`src/sv/oma_pkg.sv`:
```
// Shared constants and tables for the orientation matrix to angles unit.
// No dependencies.
package oma_pkg;

  localparam int INPUT_WIDTH_DEF   = 16;
  localparam int CORDIC_STAGES_DEF = 16;

  localparam int DP_W  = 36;
  localparam int ANG_W = 26;
  localparam int RZ_W  = ANG_W - 7;
  localparam int ATAN_LEN = 32;

  localparam logic signed [ANG_W-1:0] DEG180 = ANG_W'(180 * 32768);
  localparam logic [29:0] INV_GAIN_Q30 = 30'd652032874;

  localparam int OUT_FULL    = 46080;
  localparam int OUT_HALF    = 23040;
  localparam int OUT_QUARTER = 11520;

  localparam logic signed [ANG_W-1:0] ATAN_TAB [ATAN_LEN] = '{
    26'sd1474560, 26'sd870484, 26'sd459940, 26'sd233473,
    26'sd117189,  26'sd58653,  26'sd29333,  26'sd14667,
    26'sd7334,    26'sd3667,   26'sd1833,   26'sd917,
    26'sd458,     26'sd229,    26'sd115,    26'sd57,
    26'sd29,      26'sd14,     26'sd7,      26'sd4,
    26'sd2,       26'sd1,      26'sd0,      26'sd0,
    26'sd0,       26'sd0,      26'sd0,      26'sd0,
    26'sd0,       26'sd0,      26'sd0,      26'sd0
  };

endpackage

```
`src/sv/oma_wrap.sv`:
```
// Output stage: rounds the three angles to 1/128 degree, wraps them into
// range and holds the result item. Uses oma_pkg.
module oma_wrap import oma_pkg::*; (
  input  logic                    clk,
  input  logic                    rst,
  input  logic                    en,
  input  logic                    in_valid,
  input  logic signed [ANG_W-1:0] z1,
  input  logic signed [ANG_W-1:0] z2,
  input  logic signed [ANG_W-1:0] z3,
  output logic                    out_valid,
  output logic [15:0]             azimuth,
  output logic signed [14:0]      inclination,
  output logic signed [15:0]      roll
);

  localparam int AW = RZ_W + 1;
  localparam logic signed [AW-1:0] FULL    = AW'(OUT_FULL);
  localparam logic signed [AW-1:0] HALF    = AW'(OUT_HALF);
  localparam logic signed [AW-1:0] QUARTER = AW'(OUT_QUARTER);

  logic signed [ANG_W:0] t1, t2, t3;
  logic signed [AW-1:0]  r1, r2, r3, az, v, inc, rl;

  assign t1 = (ANG_W+1)'(z1) + (ANG_W+1)'(128);
  assign t2 = (ANG_W+1)'(z2) + (ANG_W+1)'(128);
  assign t3 = (ANG_W+1)'(z3) + (ANG_W+1)'(128);
  assign r1 = AW'($signed(t1[ANG_W:8]));
  assign r2 = AW'($signed(t2[ANG_W:8]));
  assign r3 = AW'($signed(t3[ANG_W:8]));

  always_comb begin
    az = r1;
    if (r1 < 0) begin
      az = r1 + FULL;
    end else if (r1 >= FULL) begin
      az = r1 - FULL;
    end
    v = r2 + QUARTER;
    if (v < -HALF) begin
      v = v + FULL;
    end else if (v < 0) begin
      v = v + HALF;
    end else if (v >= FULL) begin
      v = v - FULL;
    end else if (v >= HALF) begin
      v = v - HALF;
    end
    inc = v - QUARTER;
    rl = r3;
    if (r3 <= -HALF) begin
      rl = r3 + FULL;
    end else if (r3 > HALF) begin
      rl = r3 - FULL;
    end
  end

  always_ff @(posedge clk) begin
    if (rst) begin
      out_valid <= 1'b0;
    end else if (en) begin
      out_valid <= in_valid;
    end
  end

  always_ff @(posedge clk) begin
    if (en) begin
      azimuth     <= az[15:0];
      inclination <= inc[14:0];
      roll        <= rl[15:0];
    end
  end

endmodule

```
`config.mk`:
```
export PLATFORM = sky130hd
export DESIGN_NAME = oma_wrap
export DESIGN_NICKNAME = d
export VERILOG_FILES = /design/src/sv/oma_pkg.sv /design/src/sv/oma_wrap.sv
export SDC_FILE = /design/constraint.sdc
export NUM_CORES = 1
export LEC_CHECK = 0
export BUFFER_PORTS_ARGS = -buffer_cell sky130_fd_sc_hd__buf_2
export CORE_MARGIN = 1
export CORE_UTILIZATION = 45
export CTS_CLUSTER_DIAMETER = 150
export DETAILED_ROUTE_END_ITERATION = 8
export PLACE_DENSITY_LB_ADDON = 0.05
export SETUP_SLACK_MARGIN = 0.4
export SLEW_MARGIN = 0
export SYNTH_ARGS = -nofsm -noshare
export SYNTH_HDL_FRONTEND = slang
export SYNTH_SLANG_ARGS = --single-unit
export TNS_END_PERCENT = 50
```
`constraint.sdc`:
```
create_clock -name clk -period 6.32 [get_ports clk]
set_input_delay 0 -clock clk [delete_from_list [all_inputs] [get_ports clk]]
set_output_delay 0 -clock clk [all_outputs]
set_load 0.03 [all_outputs]
```
==> results_dict.tcl <==
set metrics [dict create \
    synth_edf_count 47 \
    num_vias 4166 \
    grt_usage_pct 21.6 \
    worst_slack_ns 1.47 \
    post_cts_buffers 0 \
    arrival_ns 4.91 \
    die_x_um 102 \
    slowest_delay_ns 0.60 \
    ys_seq_elements 48 \
    syn-num-nets 602 \
    holdPathEnd "azimuth[3]$_DFFE_PP_" \
    critical_path_peak_fanout 8 \
    first_pass_iters 4 \
    setup_viol 0 \
    cts_hold_buf 2 \
    antenna_found_initial 0 \
    power_density_nw_per_um2 184 \
    tightest_slew_ns 1.12 \
    postSynthAreaPerCell_um2 9.03 \
    clkLatencyLatePin_ns 0.30 \
    start_util_pct 46.3 \
    diodes 0 \
    cts-htree-levels 2 \
    path_common_cell "or4_1" \
    slew_headroom_pct 25.5 \
    finClkSkew_ns 0 \
    ir_worst_vdd_uv 82.0 \
    path_class "primary input to flip-flop" \
    fp.dieH_um 102 \
    cts-buffers-inserted 5 \
    ys_warn_count 0 \
    async_reset_ff_share_pct 0 \
    dp_worst_setup_slack_ns 1.17 \
    antenna_left 0 \
    portBuffers 108 \
    synth_cell_types 74 \
    rrSetupSlack_ns 5.14 \
    cp-end-kind "flip-flop" \
    overflow 0 \
    ios 130 \
    die_area_um2 10500 \
    wl_per_cell_um 14.8 \
    reg2reg_to "out_valid$_SDFFE_PP0P_" \
    drv_slew 0 \
    hold_depth 2 \
    cp.required_ns 6.38 \
    coreArea_um2 9770 \
    num-fill-cells 921 \
    hpwl_um 8590 \
    setup-tns-final_ns 0 \
    gp_congestion 0.912 \
    cts_tree "yes" \
    nets 706 \
    drc 0 \
    hold_slack_ns 0.0421 \
    cpMaxStageDelayCell "or4_1" \
    grt_first_pass_wirelength_um 18100 \
    outcome "finished clean" \
    hold_viol 0 \
    cts_sinks 48 \
    synth_top_flop_cell "edfxtp_1" \
    grt_pass1_vias 3781 \
    synth_cells 501 \
    leakagePower_nw 1.98 \
    max_cap_violations 0 \
    rows 36 \
    cts.clk_slew.worst_paths_ns 0.09 \
    fin_crit_sh_pct 76.8 \
    hold_class "primary input to flip-flop" \
    max_clock_freq_ghz 0.206 \
    ys_seq_area_share_pct 31.6 \
    root_buffer "clkbuf_8" \
    area_growth_pct 16.5 \
    fin_crit_ns 4.85 \
    rr_startpoint "out_valid$_SDFFE_PP0P_" \
    routed_via_density 5.64 \
    hold_start "z1[11]" \
    layout-drive-gt1-share_pct 24.3 \
    reg2reg_depth 3 \
    grt_max_degree 49 \
    post_cts_resized 0 \
    synth_area_um2 4520 \
    cts_max_path_buffers 2 \
    startpoint_type "primary input" \
    totalWireLength_um 11000 \
    cp_cell_sequence "buf_2 > and4_1 > nand2_1 > nor2_1 > xnor2_1 > inv_1 > ha_1 > or4_1 > nand3_1 > nand2_2 > or4_1 > or4_4 > a32oi_1 > nand4_1 > or4b_4 > o21a_1 > or2_1" \
    rsz0062_at_grt "false" \
    first_iter_violations 103 \
]
[cell usage after synthesis (3+ instances only)]
cell / n / area (um^2)
a211oi_1: 6 / 45.0
a21oi_1: 20 / 100
a31oi_1: 9 / 56.3
a32oi_1: 3 / 26.3
and2_1: 8 / 50.1
and3_1: 8 / 50.1
and4_1: 5 / 43.8
buf_2: 7 / 35.0
buf_4: 3 / 22.5
clkbuf_1: 5 / 18.8
edfxtp_1: 47 / 1410
ha_1: 19 / 238
inv_1: 19 / 71.3
nand2_1: 35 / 131
nand2b_1: 5 / 31.3
nand3_1: 24 / 120
nand4_1: 20 / 125
nor2_1: 44 / 165
nor3_1: 20 / 100
nor3b_1: 3 / 22.5
nor4_1: 8 / 50.1
nor4_2: 3 / 37.5
o211ai_1: 6 / 45.0
o21ai_0: 22 / 110
o22ai_1: 6 / 37.5
o31ai_1: 7 / 52.6
or2_2: 4 / 25.0
or4_1: 4 / 30.0
xnor2_1: 53 / 464
xor2_1: 20 / 175
xor2_2: 3 / 48.8
[state kept, by name (all words and copies together), names as in the netlist]
register and count:
out_valid 1, azimuth 16, roll 16, inclination 15
[cell families after synthesis]
logic type / count (synthesis) / synth area share [%]
XOR/XNOR: 77 / 15.6
adder cells (fa/ha/maj): 19 / 5.25
AO/OA/AOI/OAI: 108 / 17.0
AND/OR/NAND/NOR: 211 / 26.7
multiplexers: 1 / 0.221
flip-flops: 48 / 31.6
buffers and inverters: 37 / 3.68
[critical path: cells and delay by family]
family	cells	cell delay, ns
fa+ha+maj	1	0.28
compound gates	2	0.43
xor+xnor	1	0.47
simple gates	11	3.40
buf+inv	2	0.30
[routing by layer]
metal / wire (um) / GRT usage (%) / vias to the layer above / share of wire, %
li1: - / - / 2103 / -
met1: 5030 / 28.7 / 1949 / 46
met2: 5330 / 36.8 / 94 / 49
met3: 391 / 2.53 / 20 / 3.6
met4: 214 / 6.81 / 0 / 2.0
met5: 0 / 0 / - / 0
[how the worst max path moves through the flow]
stage | startpoint | to | slack (ns)
final | z2[11] | inclination[12]$_DFFE_PP_ | 1.47
after global routing | z2[11] | inclination[12]$_DFFE_PP_ | 1.14
after CTS | z2[11] | inclination[12]$_DFFE_PP_ | 1.49
after global placement | z2[11] | inclination[12]$_DFFE_PP_ | 1.23
after floorplan | z2[9] | inclination[12]$_DFFE_PP_ | 1.57
after detailed placement | z2[11] | inclination[12]$_DFFE_PP_ | 1.17
[cell usage in the layout, fill, tap and decap left out, types with 3 or more instances in the layout]
| cell type | synthesis | final |
|---|---|---|
| a21oi_1 | 20 | 20 |
| buf_4 | 3 | 3 |
| o21ai_0 | 22 | 22 |
| buf_2 | 7 | 108 |
| o211ai_1 | 6 | 6 |
| ha_1 | 19 | 19 |
| nor2_1 | 44 | 44 |
| nand4_1 | 20 | 20 |
| nor3b_1 | 3 | 3 |
| nand3_1 | 24 | 24 |
| and3_1 | 8 | 8 |
| nand2b_1 | 5 | 5 |
| o31ai_1 | 7 | 7 |
| nand2_1 | 35 | 35 |
| o22ai_1 | 6 | 6 |
| inv_1 | 19 | 19 |
| or2_2 | 4 | 4 |
| clkbuf_8 | 0 | 5 |
| and4_1 | 5 | 5 |
| a211oi_1 | 6 | 6 |
| nor3_1 | 20 | 20 |
| and2_1 | 8 | 8 |
| a31oi_1 | 9 | 9 |
| nor4_2 | 3 | 3 |
| or4_1 | 4 | 4 |
| nor4_1 | 8 | 8 |
| edfxtp_1 | 47 | 47 |
| a32oi_1 | 3 | 3 |
| xor2_2 | 3 | 3 |
| xnor2_1 | 53 | 53 |
| xor2_1 | 20 | 20 |
[stage by stage]
step | utilization [%] | cell area (um^2) | power (mW) | cells
global placement | 52.9 | 5170 | 0.790 | 729
CTS | 53.9 | 5270 | 0.972 | 739
global route | 53.9 | 5270 | 1.02 | 739
finish | 53.9 | 5270 | 0.968 | 739
detailed placement | 52.9 | 5170 | 0.794 | 729
floorplan | - | 4520 | 0.684 | 501
[final cells by class]
type	instances	area, um^2	share of cell area [%]
Timing Repair Buffer	113	583	11.1
Sequential cell	48	1430	27.2
Inverter	21	78.8	1.50
Clock inverter	2	11.3	0.214
Tap cell	133	166	3.16
Clock buffer	6	72.6	1.38
Multi-Input combinational cell	416	2930	55.5
[power by group]
group          total [mW]  switching (mW)  internal [mW]
combinational       0.383           0.250          0.133
clock               0.179           0.102         0.0769
sequential          0.407         0.00822          0.399
total               0.968           0.360          0.609
No activity file was read; power rests on OpenSTA's default activity.
