<file path="config.mk">
export PLATFORM = sky130hd
export DESIGN_NAME = oma_gain
export DESIGN_NICKNAME = d
export VERILOG_FILES = /design/src/sv/oma_pkg.sv /design/src/sv/oma_gain.sv
export SDC_FILE = /design/constraint.sdc
export NUM_CORES = 1
export LEC_CHECK = 0
export BUFFER_PORTS_ARGS = -buffer_cell sky130_fd_sc_hd__buf_2
export CAP_MARGIN = 10
export CORE_MARGIN = 2
export CORE_UTILIZATION = 60
export DETAILED_ROUTE_END_ITERATION = 7
export PLACE_DENSITY = 0.83
export RECOVER_POWER = 100
export SLEW_MARGIN = 20
export SYNTH_ARGS = -nofsm -noshare
export SYNTH_HDL_FRONTEND = slang
export SYNTH_SLANG_ARGS = --single-unit
export TNS_END_PERCENT = 30
</file>
<file path="constraint.sdc">
create_clock -name clk -period 7.13 [get_ports clk]
set_input_delay 1.0695 -clock clk [delete_from_list [all_inputs] [get_ports clk]]
set_output_delay 1.0695 -clock clk [all_outputs]
set_load 0.02 [all_outputs]
</file>
<file path="src/sv/oma_pkg.sv">
// Shared constants and tables for the orientation matrix to angles unit.
// No dependencies.
package oma_pkg;

  localparam int INPUT_WIDTH_DEF   = 16;
  localparam int CORDIC_STAGES_DEF = 16;

  localparam int DP_W  = 36;
  localparam int ANG_W = 26;
  localparam int RZ_W  = ANG_W - 7;
  localparam int ATAN_LEN = 32;

  localparam logic signed [ANG_W-1:0] DEG180 = ANG_W'(180 * 32768);
  localparam logic [29:0] INV_GAIN_Q30 = 30'd652032874;

  localparam int OUT_FULL    = 46080;
  localparam int OUT_HALF    = 23040;
  localparam int OUT_QUARTER = 11520;

  localparam logic signed [ANG_W-1:0] ATAN_TAB [ATAN_LEN] = '{
    26'sd1474560, 26'sd870484, 26'sd459940, 26'sd233473,
    26'sd117189,  26'sd58653,  26'sd29333,  26'sd14667,
    26'sd7334,    26'sd3667,   26'sd1833,   26'sd917,
    26'sd458,     26'sd229,    26'sd115,    26'sd57,
    26'sd29,      26'sd14,     26'sd7,      26'sd4,
    26'sd2,       26'sd1,      26'sd0,      26'sd0,
    26'sd0,       26'sd0,      26'sd0,      26'sd0,
    26'sd0,       26'sd0,      26'sd0,      26'sd0
  };

endpackage

</file>
<file path="src/sv/oma_gain.sv">
// Gain removal on the first magnitude (split multiply, round) and operand
// setup for the inclination and roll CORDICs. Uses oma_pkg.
module oma_gain import oma_pkg::*; #(
  parameter int INPUT_WIDTH = INPUT_WIDTH_DEF
) (
  input  logic                       clk,
  input  logic                       rst,
  input  logic                       en,
  input  logic                       in_valid,
  input  logic signed [DP_W-1:0]     mag,
  input  logic [2+3*INPUT_WIDTH-1:0] side_in,
  output logic                       out_valid,
  output logic signed [DP_W-1:0]     x2,
  output logic signed [DP_W-1:0]     y2,
  output logic signed [DP_W-1:0]     x3,
  output logic signed [DP_W-1:0]     y3
);

  localparam int SW = 2 + 3 * INPUT_WIDTH;
  localparam int SHIFT = 32 - INPUT_WIDTH;

  logic [46:0]   prod_hi;
  logic [45:0]   prod_lo;
  logic [SW-1:0] side_a, side_b;
  logic [65:0]   sum;
  logic signed [DP_W-1:0] r;
  logic valid_a, valid_b;

  logic signed [DP_W-1:0] uy_s, ux_s, uz_s;
  logic n_neg, y_kill;

  always_ff @(posedge clk) begin
    if (rst) begin
      valid_a   <= 1'b0;
      valid_b   <= 1'b0;
      out_valid <= 1'b0;
    end else if (en) begin
      valid_a   <= in_valid;
      valid_b   <= valid_a;
      out_valid <= valid_b;
    end
  end

  assign sum = 66'({prod_hi, 16'b0}) + 66'(prod_lo) + 66'(1) * (66'(1) << 29);

  always_ff @(posedge clk) begin
    if (en) begin
      prod_hi <= 47'(mag[32:16]) * 47'(INV_GAIN_Q30);
      prod_lo <= 46'(mag[15:0]) * 46'(INV_GAIN_Q30);
      side_a  <= side_in;
      r       <= sum[30+DP_W-1:30];
      side_b  <= side_a;
    end
  end

  assign n_neg  = side_b[SW-1];
  assign y_kill = side_b[SW-2];
  assign uy_s = {{(DP_W-INPUT_WIDTH){side_b[3*INPUT_WIDTH-1]}},
                 side_b[3*INPUT_WIDTH-1:2*INPUT_WIDTH]} <<< SHIFT;
  assign ux_s = {{(DP_W-INPUT_WIDTH){side_b[2*INPUT_WIDTH-1]}},
                 side_b[2*INPUT_WIDTH-1:INPUT_WIDTH]} <<< SHIFT;
  assign uz_s = {{(DP_W-INPUT_WIDTH){side_b[INPUT_WIDTH-1]}},
                 side_b[INPUT_WIDTH-1:0]} <<< SHIFT;

  // north_y zero with east_y nonzero: zero vector, so the angle is exactly 0
  always_ff @(posedge clk) begin
    if (en) begin
      x2 <= y_kill ? '0 : (n_neg ? -r : r);
      y2 <= y_kill ? '0 : (n_neg ? -uy_s : uy_s);
      x3 <= uz_s;
      y3 <= -ux_s;
    end
  end

endmodule

</file>
==> flow_metrics.env, run 1 <==
export IMPL_routedWlPerCell_um=18.7
export IMPL_relSlewSlack_pct=-354
export IMPL_cts_resized=0
export IMPL_fp_row_count=81
export IMPL_via_per_inst=5.38
export IMPL_syn_inst=2614
export IMPL_post_place_ws_ns=-0.189
export IMPL_cp_arrival_ns=7.13
export IMPL_utilization_pct=68.4
export IMPL_critical_path_class="input pin to flop"
export IMPL_drv_cap=2
export IMPL_initial_core_util_pct=60.5
export IMPL_status="complete, but fails checks"
export IMPL_clk_latency_ns=0.57
export IMPL_grt_pass1_wl_um=109000
export IMPL_drt_total_wl_um=68400
export IMPL_cts_sinks=304
export IMPL_antenna_found_initial=1
export IMPL_cts_root_buffer="clkbuf_16"
export IMPL_nets=3845
export IMPL_slowest_delay_ns=0.55
export IMPL_dp_cells=3600
export IMPL_cp_top_family="adder cells"
export IMPL_crit_fanout=6
export IMPL_setup_ws_ns=0.321
export IMPL_synthFlopType="edfxtp_1"
export IMPL_fin_crit_sh_pct=95.5
export IMPL_io_pins=235
export IMPL_ys_types=64
export IMPL_drive_gt1_share_pct=11.5
export IMPL_violations="capacitance limit, slew limit"
export IMPL_vias=19683
export IMPL_die_h_um=225
export IMPL_syn_avg_cell_area_um2=11.3
export IMPL_synth_edf_count=301
export IMPL_grt_max_degree=174
export IMPL_finalSetupViolCount=0
export IMPL_die_area_um2=50800
export IMPL_cts_htree_levels=1
export IMPL_synth_area_um2=29400
export IMPL_hold_viol_final=0
export IMPL_cts_tree="built"
export IMPL_slew_viol_final=189
export IMPL_grt_use_total_pct=27.8
export IMPL_clockBufferDepth=3
export IMPL_critical_path_cell_chain="clkbuf_1 > fa_1 > inv_1 > fa_1 > fa_1 > inv_1 > fa_1 > fa_1 > inv_1 > fa_1 > inv_1 > ha_1 > a21oi_1 > o21ai_0 > buf_4 > a211oi_1 > o31ai_1 > buf_4 > a21oi_1 > or3_1 > nor2_1 > o41ai_1 > xnor2_1"
export IMPL_overflow=0
export IMPL_ys_ff_latch=304
export IMPL_hold_buffers=0
export IMPL_synth_warnings=0
export IMPL_numCtsBuffers=31
export IMPL_cp_required_ns=7.45
export IMPL_io_buffers=183
export IMPL_gp_congestion=0.963
export IMPL_hold_path_class="flop to flop"
export IMPL_drtIter0Drc=1260
export IMPL_firstDrtPassIters=6
export IMPL_max_freq_mhz=147
export IMPL_yosysSeqAreaShare_pct=30.9
export IMPL_worst_path_most_repeated_cell="fa_1"
export IMPL_critPathSlowestCell="fa_1"
export IMPL_cts_setup_buffers=0
export IMPL_cp_start_kind="input pin"
export IMPL_grt_pass1_vias=20502
export IMPL_area_growth_syn_to_layout_pct=13.2
export IMPL_core_area_um2=48600
export IMPL_drc=0
export IMPL_cts_clk_slew_worst_paths_ns=0.06
export IMPL_ant_nets=0
export IMPL_clock_skew_ns=0.0221
export IMPL_die_width_um=225
export IMPL_path_buf_inv=7
export IMPL_period_needed_ns=6.81
export IMPL_dp_hpwl_um=57600
export IMPL_grt_setup_unrepaired="no"
export IMPL_worstMarginPinSlew_ns=6.81
export IMPL_async_flop_share_pct=0
export IMPL_final_cells=3659
export IMPL_endpoint_kind="flop"
==> through the flow <==
stage,hold WS (ns),instance area (um^2),TNS [ns]
after floorplan,0.400,29600,0
after global placement,0.401,32400,0
after detailed placement,0.405,32400,-0.404
after CTS,0.416,33500,0
after global routing,0.421,33300,0
final,0.413,33300,0
==> state kept, by name, indices dropped and copies added (netlist names) <==
register,flops
side_a,50
side_b,50
prod_hi,46
x2,36
r,34
prod_lo,29
y2,20
y3,20
x3,16
out_valid,1
valid_a,1
valid_b,1
==> layout make-up <==
| class | instances | area (um^2) |
|---|---|---|
| Antenna cell | 1 | 2.50 |
| Clock buffer | 33 | 783 |
| Clock inverter | 25 | 262 |
| Fill cell | 3671 | 15400 |
| Inverter | 625 | 2350 |
| Multi-Input combinational cell | 1649 | 17600 |
| Sequential cell | 304 | 9100 |
| Tap cell | 622 | 778 |
| Timing Repair Buffer | 400 | 2400 |
==> kinds of logic after synthesis <==
group / Yosys count / synth area share [%]
adders and majority gates: 744 / 41.3
buffers and inverters: 708 / 9.70
and+or+nand+nor: 358 / 5.87
AOI/OAI and AO/OA: 335 / 7.30
DFF: 304 / 30.9
xor gates and xnor gates: 159 / 4.73
muxes: 5 / 0.170
other: 1 / 0.0127
==> cell usage after synthesis (10+ instances only) <==
library cell / number / share of area (%)
inv_1: 625 / 8.0
fa_1: 378 / 26
ha_1: 366 / 16
edfxtp_1: 301 / 31
nor2_1: 112 / 1.4
a21oi_1: 102 / 1.7
xnor2_1: 85 / 2.5
nand2_1: 78 / 1.0
xor2_1: 74 / 2.2
o21ai_0: 71 / 1.2
buf_4: 52 / 1.3
a21o_1: 50 / 1.3
nand3_1: 33 / 0.56
clkbuf_1: 29 / 0.37
nor3_1: 24 / 0.41
nand4_1: 21 / 0.45
a31oi_1: 17 / 0.36
nand2b_1: 16 / 0.34
or3_1: 16 / 0.34
and3_1: 14 / 0.30
o21bai_1: 14 / 0.36
o211ai_1: 11 / 0.28
or2_2: 11 / 0.23
o31ai_1: 10 / 0.26
==> path summary, 6_finish.rpt <==
check	endpoint	from	cells after the start	slack [ns]
max reg2reg	r[32]$_DFFE_PP_	prod_hi[6]$_DFFE_PP_	11	2.95
min	side_b[38]$_DFFE_PP_	side_a[38]$_DFFE_PP_	0	0.41
max	prod_lo[45]$_DFFE_PP_	mag[5]	23	0.32
min reg2reg	side_b[38]$_DFFE_PP_	side_a[38]$_DFFE_PP_	0	0.41
==> cells in the final DEF (no fill, tap or decap), drive strengths merged, types with 4 or more instances in the layout <==
cell type,instances
nand4,21
conb,48
fa,378
or3,17
and3,14
nand2,78
bufinv,5
nand3,33
nor2b,9
a31oi,17
a41oi,4
inv,628
ha,366
o21ai,71
or2,13
buf,271
a21oi,102
nor4,4
o211ai,11
a21o,50
xor2,74
xnor2,85
clkinv,16
edfxtp,301
clkbuf,162
o41ai,6
nor3,25
nor2,112
or4,7
nand2b,16
o31ai,13
o21bai,14
a211oi,9
o21a,7
mux2i,5
==> routing by layer <==
layer | up-vias | global-route usage (%) | share of wire, %
met5 | - | 0 | 0.019
met4 | 2 | 5.85 | 1.9
met3 | 89 | 4.41 | 6.6
met2 | 582 | 44.4 | 46
met1 | 9754 | 40.4 | 45
li1 | 9256 | - | -
Power of run 1 is not shown: default switching activity piles up to over one toggle a cycle in this logic, so the estimate is an artifact.
==> run 2, diff against run 1 <==
--- a/config.mk
+++ b/config.mk
@@ -10,7 +10,7 @@
 export CORE_MARGIN = 2
 export CORE_UTILIZATION = 60
 export DETAILED_ROUTE_END_ITERATION = 7
-export PLACE_DENSITY = 0.83
+export PLACE_DENSITY_LB_ADDON = 0.05
 export RECOVER_POWER = 100
 export SLEW_MARGIN = 20
 export SYNTH_ARGS = -nofsm -noshare
==> constraint.sdc (replaced) <==
create_clock -name clk -period 8.3 [get_ports clk]
set_input_delay 1.245 -clock clk [delete_from_list [all_inputs] [get_ports clk]]
set_output_delay 1.245 -clock clk [all_outputs]
set_load 0.02 [all_outputs]
==> flow_metrics.env, run 2 (synthesis gave the netlist of run 1 again) <==
export IMPL_drtIter0Drc=1097
export IMPL_drv_cap=2
export IMPL_die_h_um=225
export IMPL_hold_viol_final=0
export IMPL_crit_fanout=6
export IMPL_drc=0
export IMPL_fin_crit_sh_pct=91.1
export IMPL_multi_input_comb_area_um2=17600
export IMPL_area_growth_syn_to_layout_pct=7.94
export IMPL_violations="capacitance limit, slew limit"
export IMPL_cp_arrival_ns=7.84
export IMPL_cts_tree="built"
export IMPL_final_seq_area_um2=9100
export IMPL_fp_row_count=81
export IMPL_cts_sinks=304
export IMPL_clk_latency_ns=0.53
export IMPL_io_pins=235
export IMPL_grt_use_total_pct=25.9
export IMPL_cts_resized=0
export IMPL_clock_skew_ns=0.0183
export IMPL_clockBufferDepth=3
export IMPL_final_common_cell="inv_1"
export IMPL_ant_nets=0
export IMPL_via_per_inst=5.36
export IMPL_finalSetupTns_ns=0
export IMPL_gp_congestion=0.980
export IMPL_dp_hpwl_um=53400
export IMPL_nets=3636
export IMPL_routedWlPerCell_um=18.3
export IMPL_relSlewSlack_pct=-359
export IMPL_core_area_um2=48600
export IMPL_overflow=0
export IMPL_cts_setup_buffers=0
export IMPL_final_cell_mix="inv_1, fa_1, ha_1"
export IMPL_period_needed_ns=7.56
export IMPL_nFillCells=3831
export IMPL_io_buffers=183
export IMPL_vias=18470
export IMPL_cts_clk_slew_worst_paths_ns=0.06
export IMPL_numCtsBuffers=35
export IMPL_top_regs="side_a (50), side_b (50), prod_hi (46)"
export IMPL_status="complete, but fails checks"
export IMPL_cp_start_kind="input pin"
export IMPL_cts_root_buffer="clkbuf_16"
export IMPL_die_width_um=225
export IMPL_critical_path_class="input pin to flop"
export IMPL_grt_pass1_wl_um=101000
export IMPL_antenna_cells=0
export IMPL_cp_required_ns=8.58
export IMPL_hold_path_class="flop to flop"
export IMPL_antenna_found_initial=1
export IMPL_cts_htree_levels=2
export IMPL_endpoint_kind="flop"
export IMPL_firstDrtPassIters=6
export IMPL_initial_core_util_pct=60.5
export IMPL_grt_setup_unrepaired="no"
export IMPL_finalSetupViolCount=0
export IMPL_utilization_pct=65.3
export IMPL_worstMarginPinSlew_ns=6.88
export IMPL_grt_pass1_vias=18958
export IMPL_slew_viol_final=191
export IMPL_grt_max_degree=172
export IMPL_max_freq_mhz=132
export IMPL_hold_buffers=0
export IMPL_die_area_um2=50800
export IMPL_drt_total_wl_um=63200
export IMPL_drive_gt1_share_pct=5.06
## run 2: per-layer routing
layer,vias to the layer above,wire (um),global-route usage (%),part of all wire [%]
met5,-,13,0,0.021
met4,2,1210,5.60,1.9
met3,75,4900,6.36,7.8
met2,522,28700,40.2,45
met1,9045,28400,37.1,45
li1,8826,-,-,-
## run 2: layout make-up
type                       count  share of cell area (%)
clock buffer                  48                    3.07
inverter                     625                    7.39
clock inverter                13                   0.359
tap                          622                    2.45
sequential                   304                    28.7
timing repair buffer         187                    2.58
multi-input combinational   1649                    55.5
## run 2: per-stage QoR
stage | std cells | cell area (um^2) | hold WS (ns) | setup WS (ns)
floorplan | 2661 | 29600 | 0.400 | 1.50
global placement | 3387 | 30800 | 0.402 | 0.577
detailed placement | 3387 | 30800 | 0.405 | 0.564
CTS | 3448 | 31900 | 0.411 | 1.09
global route | 3448 | 31800 | 0.418 | 0.465
finish | 3448 | 31800 | 0.412 | 0.736
## run 2: path summary, 6_finish.rpt
path	from	endpoint	slack (ns)	cells past startpoint
worst max-delay path	mag[10]	prod_lo[32]$_DFFE_PP_	0.74	20
worst min-delay path	side_a[28]$_DFFE_PP_	side_b[28]$_DFFE_PP_	0.41	0
worst max register to register	prod_hi[6]$_DFFE_PP_	r[32]$_DFFE_PP_	4.24	11
worst min register to register	side_a[28]$_DFFE_PP_	side_b[28]$_DFFE_PP_	0.41	0
## run 2: worst max-delay path: stages
cell,delay (ns)
clkbuf_1,0.46
ha_1,0.44
inv_1,0.15
fa_1,0.67
inv_1,0.09
fa_1,0.59
fa_1,0.56
fa_1,0.57
inv_1,0.07
fa_1,0.56
inv_1,0.05
ha_1,0.34
and3_1,0.20
a31oi_1,0.31
a31o_2,0.25
a21oi_1,0.07
a211o_1,0.31
a221oi_1,0.51
o21ai_0,0.21
xor2_1,0.17
Power of run 2 is left out for the same reason.
==> run 3, diff against run 2 <==
==> constraint.sdc (replaced) <==
create_clock -name clk -period 8.05 [get_ports clk]
set_input_delay 1.2075 -clock clk [delete_from_list [all_inputs] [get_ports clk]]
set_output_delay 1.2075 -clock clk [all_outputs]
set_load 0.02 [all_outputs]
==> flow_metrics.env, run 3 (synthesis gave the netlist of run 1 again) <==
export IMPL_status="complete, but fails checks"
export IMPL_violations="capacitance limit, slew limit"
export IMPL_multi_input_comb_area_um2=17600
export IMPL_gp_congestion=0.983
export IMPL_nFillCells=3910
export IMPL_top_regs="side_a (50), side_b (50), prod_hi (46)"
export IMPL_grt_use_total_pct=26.1
export IMPL_worstMarginPinSlew_ns=4.41
export IMPL_grt_setup_unrepaired="no"
export IMPL_drt_total_wl_um=63900
export IMPL_drive_gt1_share_pct=5.19
export IMPL_vias=18546
export IMPL_relSlewSlack_pct=-194
export IMPL_nets=3640
export IMPL_max_freq_mhz=134
export IMPL_finalSetupTns_ns=0
export IMPL_hold_buffers=0
export IMPL_fin_crit_sh_pct=92.6
export IMPL_endpoint="prod_hi[46]$_DFFE_PP_"
export IMPL_cts_sinks=304
export IMPL_slew_viol_final=365
export IMPL_grt_max_degree=173
export IMPL_firstDrtPassIters=5
export IMPL_drv_cap=4
export IMPL_min_path_cells=0
export IMPL_critPathSlowestCell="fa_1"
export IMPL_clockBufferDepth=3
export IMPL_antenna_cells=0
export IMPL_core_area_um2=48600
export IMPL_cts_clk_slew_worst_paths_ns=0.06
export IMPL_final_seq_area_um2=9100
export IMPL_final_cell_mix="inv_1, fa_1, ha_1"
export IMPL_reg2reg_to="r[32]$_DFFE_PP_"
export IMPL_r2r_cells=11
export IMPL_routedWlPerCell_um=18.5
export IMPL_final_common_cell="inv_1"
export IMPL_r2r_start="prod_hi[6]$_DFFE_PP_"
export IMPL_critical_path_cell_chain="clkbuf_1 > inv_1 > ha_1 > fa_1 > fa_1 > inv_1 > fa_1 > fa_1 > inv_1 > fa_1 > inv_1 > ha_1 > a21oi_1 > o21ai_0 > a2111oi_0 > o211ai_1 > a21oi_1 > o21ai_0 > nand4_1 > nand2_1 > xor2_1"
export IMPL_io_buffers=183
export IMPL_crit_fanout=8
export IMPL_reg2reg_slack_ns=3.91
export IMPL_slowest_delay_ns=0.58
export IMPL_drtIter0Drc=1276
export IMPL_numCtsBuffers=34
export IMPL_drc=0
export IMPL_cp_depth=21
export IMPL_die_area_um2=50800
export IMPL_die_h_um=225
export IMPL_setup_ws_ns=0.594
export IMPL_io_pins=235
export IMPL_overflow=0
export IMPL_grt_pass1_vias=19050
export IMPL_finalSetupViolCount=0
export IMPL_cts_tree="built"
export IMPL_period_needed_ns=7.46
export IMPL_hold_path_class="flop to flop"
export IMPL_post_place_ws_ns=0.243
export IMPL_cp_required_ns=8.32
export IMPL_utilization_pct=65.3
export IMPL_cts_setup_buffers=0
export IMPL_crit_path_start="mag[31]"
export IMPL_cp_top_family="adder cells"
export IMPL_grt_pass1_wl_um=101000
export IMPL_die_width_um=225
export IMPL_cts_htree_levels=2
export IMPL_path_buf_inv=5
export IMPL_cts_resized=0
export IMPL_initial_core_util_pct=60.5
export IMPL_dp_hpwl_um=54300
export IMPL_cp_start_kind="input pin"
export IMPL_hold_viol_final=0
export IMPL_fp_row_count=81
export IMPL_area_growth_syn_to_layout_pct=7.94
export IMPL_clock_skew_ns=0.0211
export IMPL_antenna_found_initial=2
export IMPL_cts_root_buffer="clkbuf_16"
export IMPL_clk_latency_ns=0.53
export IMPL_worst_path_most_repeated_cell="fa_1"
export IMPL_cp_arrival_ns=7.73
export IMPL_critical_path_class="input pin to flop"
export IMPL_endpoint_kind="flop"
export IMPL_via_per_inst=5.37
export IMPL_ant_nets=0
[run 3: worst min-delay path by stage]
stage / startpoint / to / slack [ns]
global placement: side_a[17]$_DFFE_PP_ / side_b[17]$_DFFE_PP_ / 0.40
detailed placement: side_a[14]$_DFFE_PP_ / side_b[14]$_DFFE_PP_ / 0.40
CTS: side_b[7]$_DFFE_PP_ / x3[23]$_DFFE_PP_ / 0.41
floorplan: side_a[0]$_DFFE_PP_ / side_b[0]$_DFFE_PP_ / 0.40
global route: side_a[25]$_DFFE_PP_ / side_b[25]$_DFFE_PP_ / 0.42
finish: side_b[4]$_DFFE_PP_ / x3[20]$_DFFE_PP_ / 0.41
[run 3: per-layer routing]
metal	GRT usage (%)	vias to the layer above	part of all wire (%)
li1	-	8830	-
met1	37.5	9121	45
met2	40.5	513	46
met3	6.40	78	7.5
met4	5.90	4	1.8
met5	0	-	0.036
[run 3: layout make-up]
| class | instances | share of cell area, % |
|---|---|---|
| clock buffer | 41 | 2.76 |
| clock inverter | 19 | 0.611 |
| inverter | 625 | 7.39 |
| multi-input combinational | 1649 | 55.5 |
| sequential | 304 | 28.7 |
| tap | 622 | 2.45 |
| timing repair buffer | 192 | 2.64 |
[run 3: per-stage QoR]
step / cell area (um^2) / std cells / hold WS, ns
after detailed placement: 30900 / 3392 / 0.405
after CTS: 31900 / 3452 / 0.413
after global routing: 31800 / 3452 / 0.421
final: 31800 / 3452 / 0.414
after floorplan: 29600 / 2661 / 0.400
after global placement: 30900 / 3392 / 0.401
Power of run 3 is left out for the same reason.
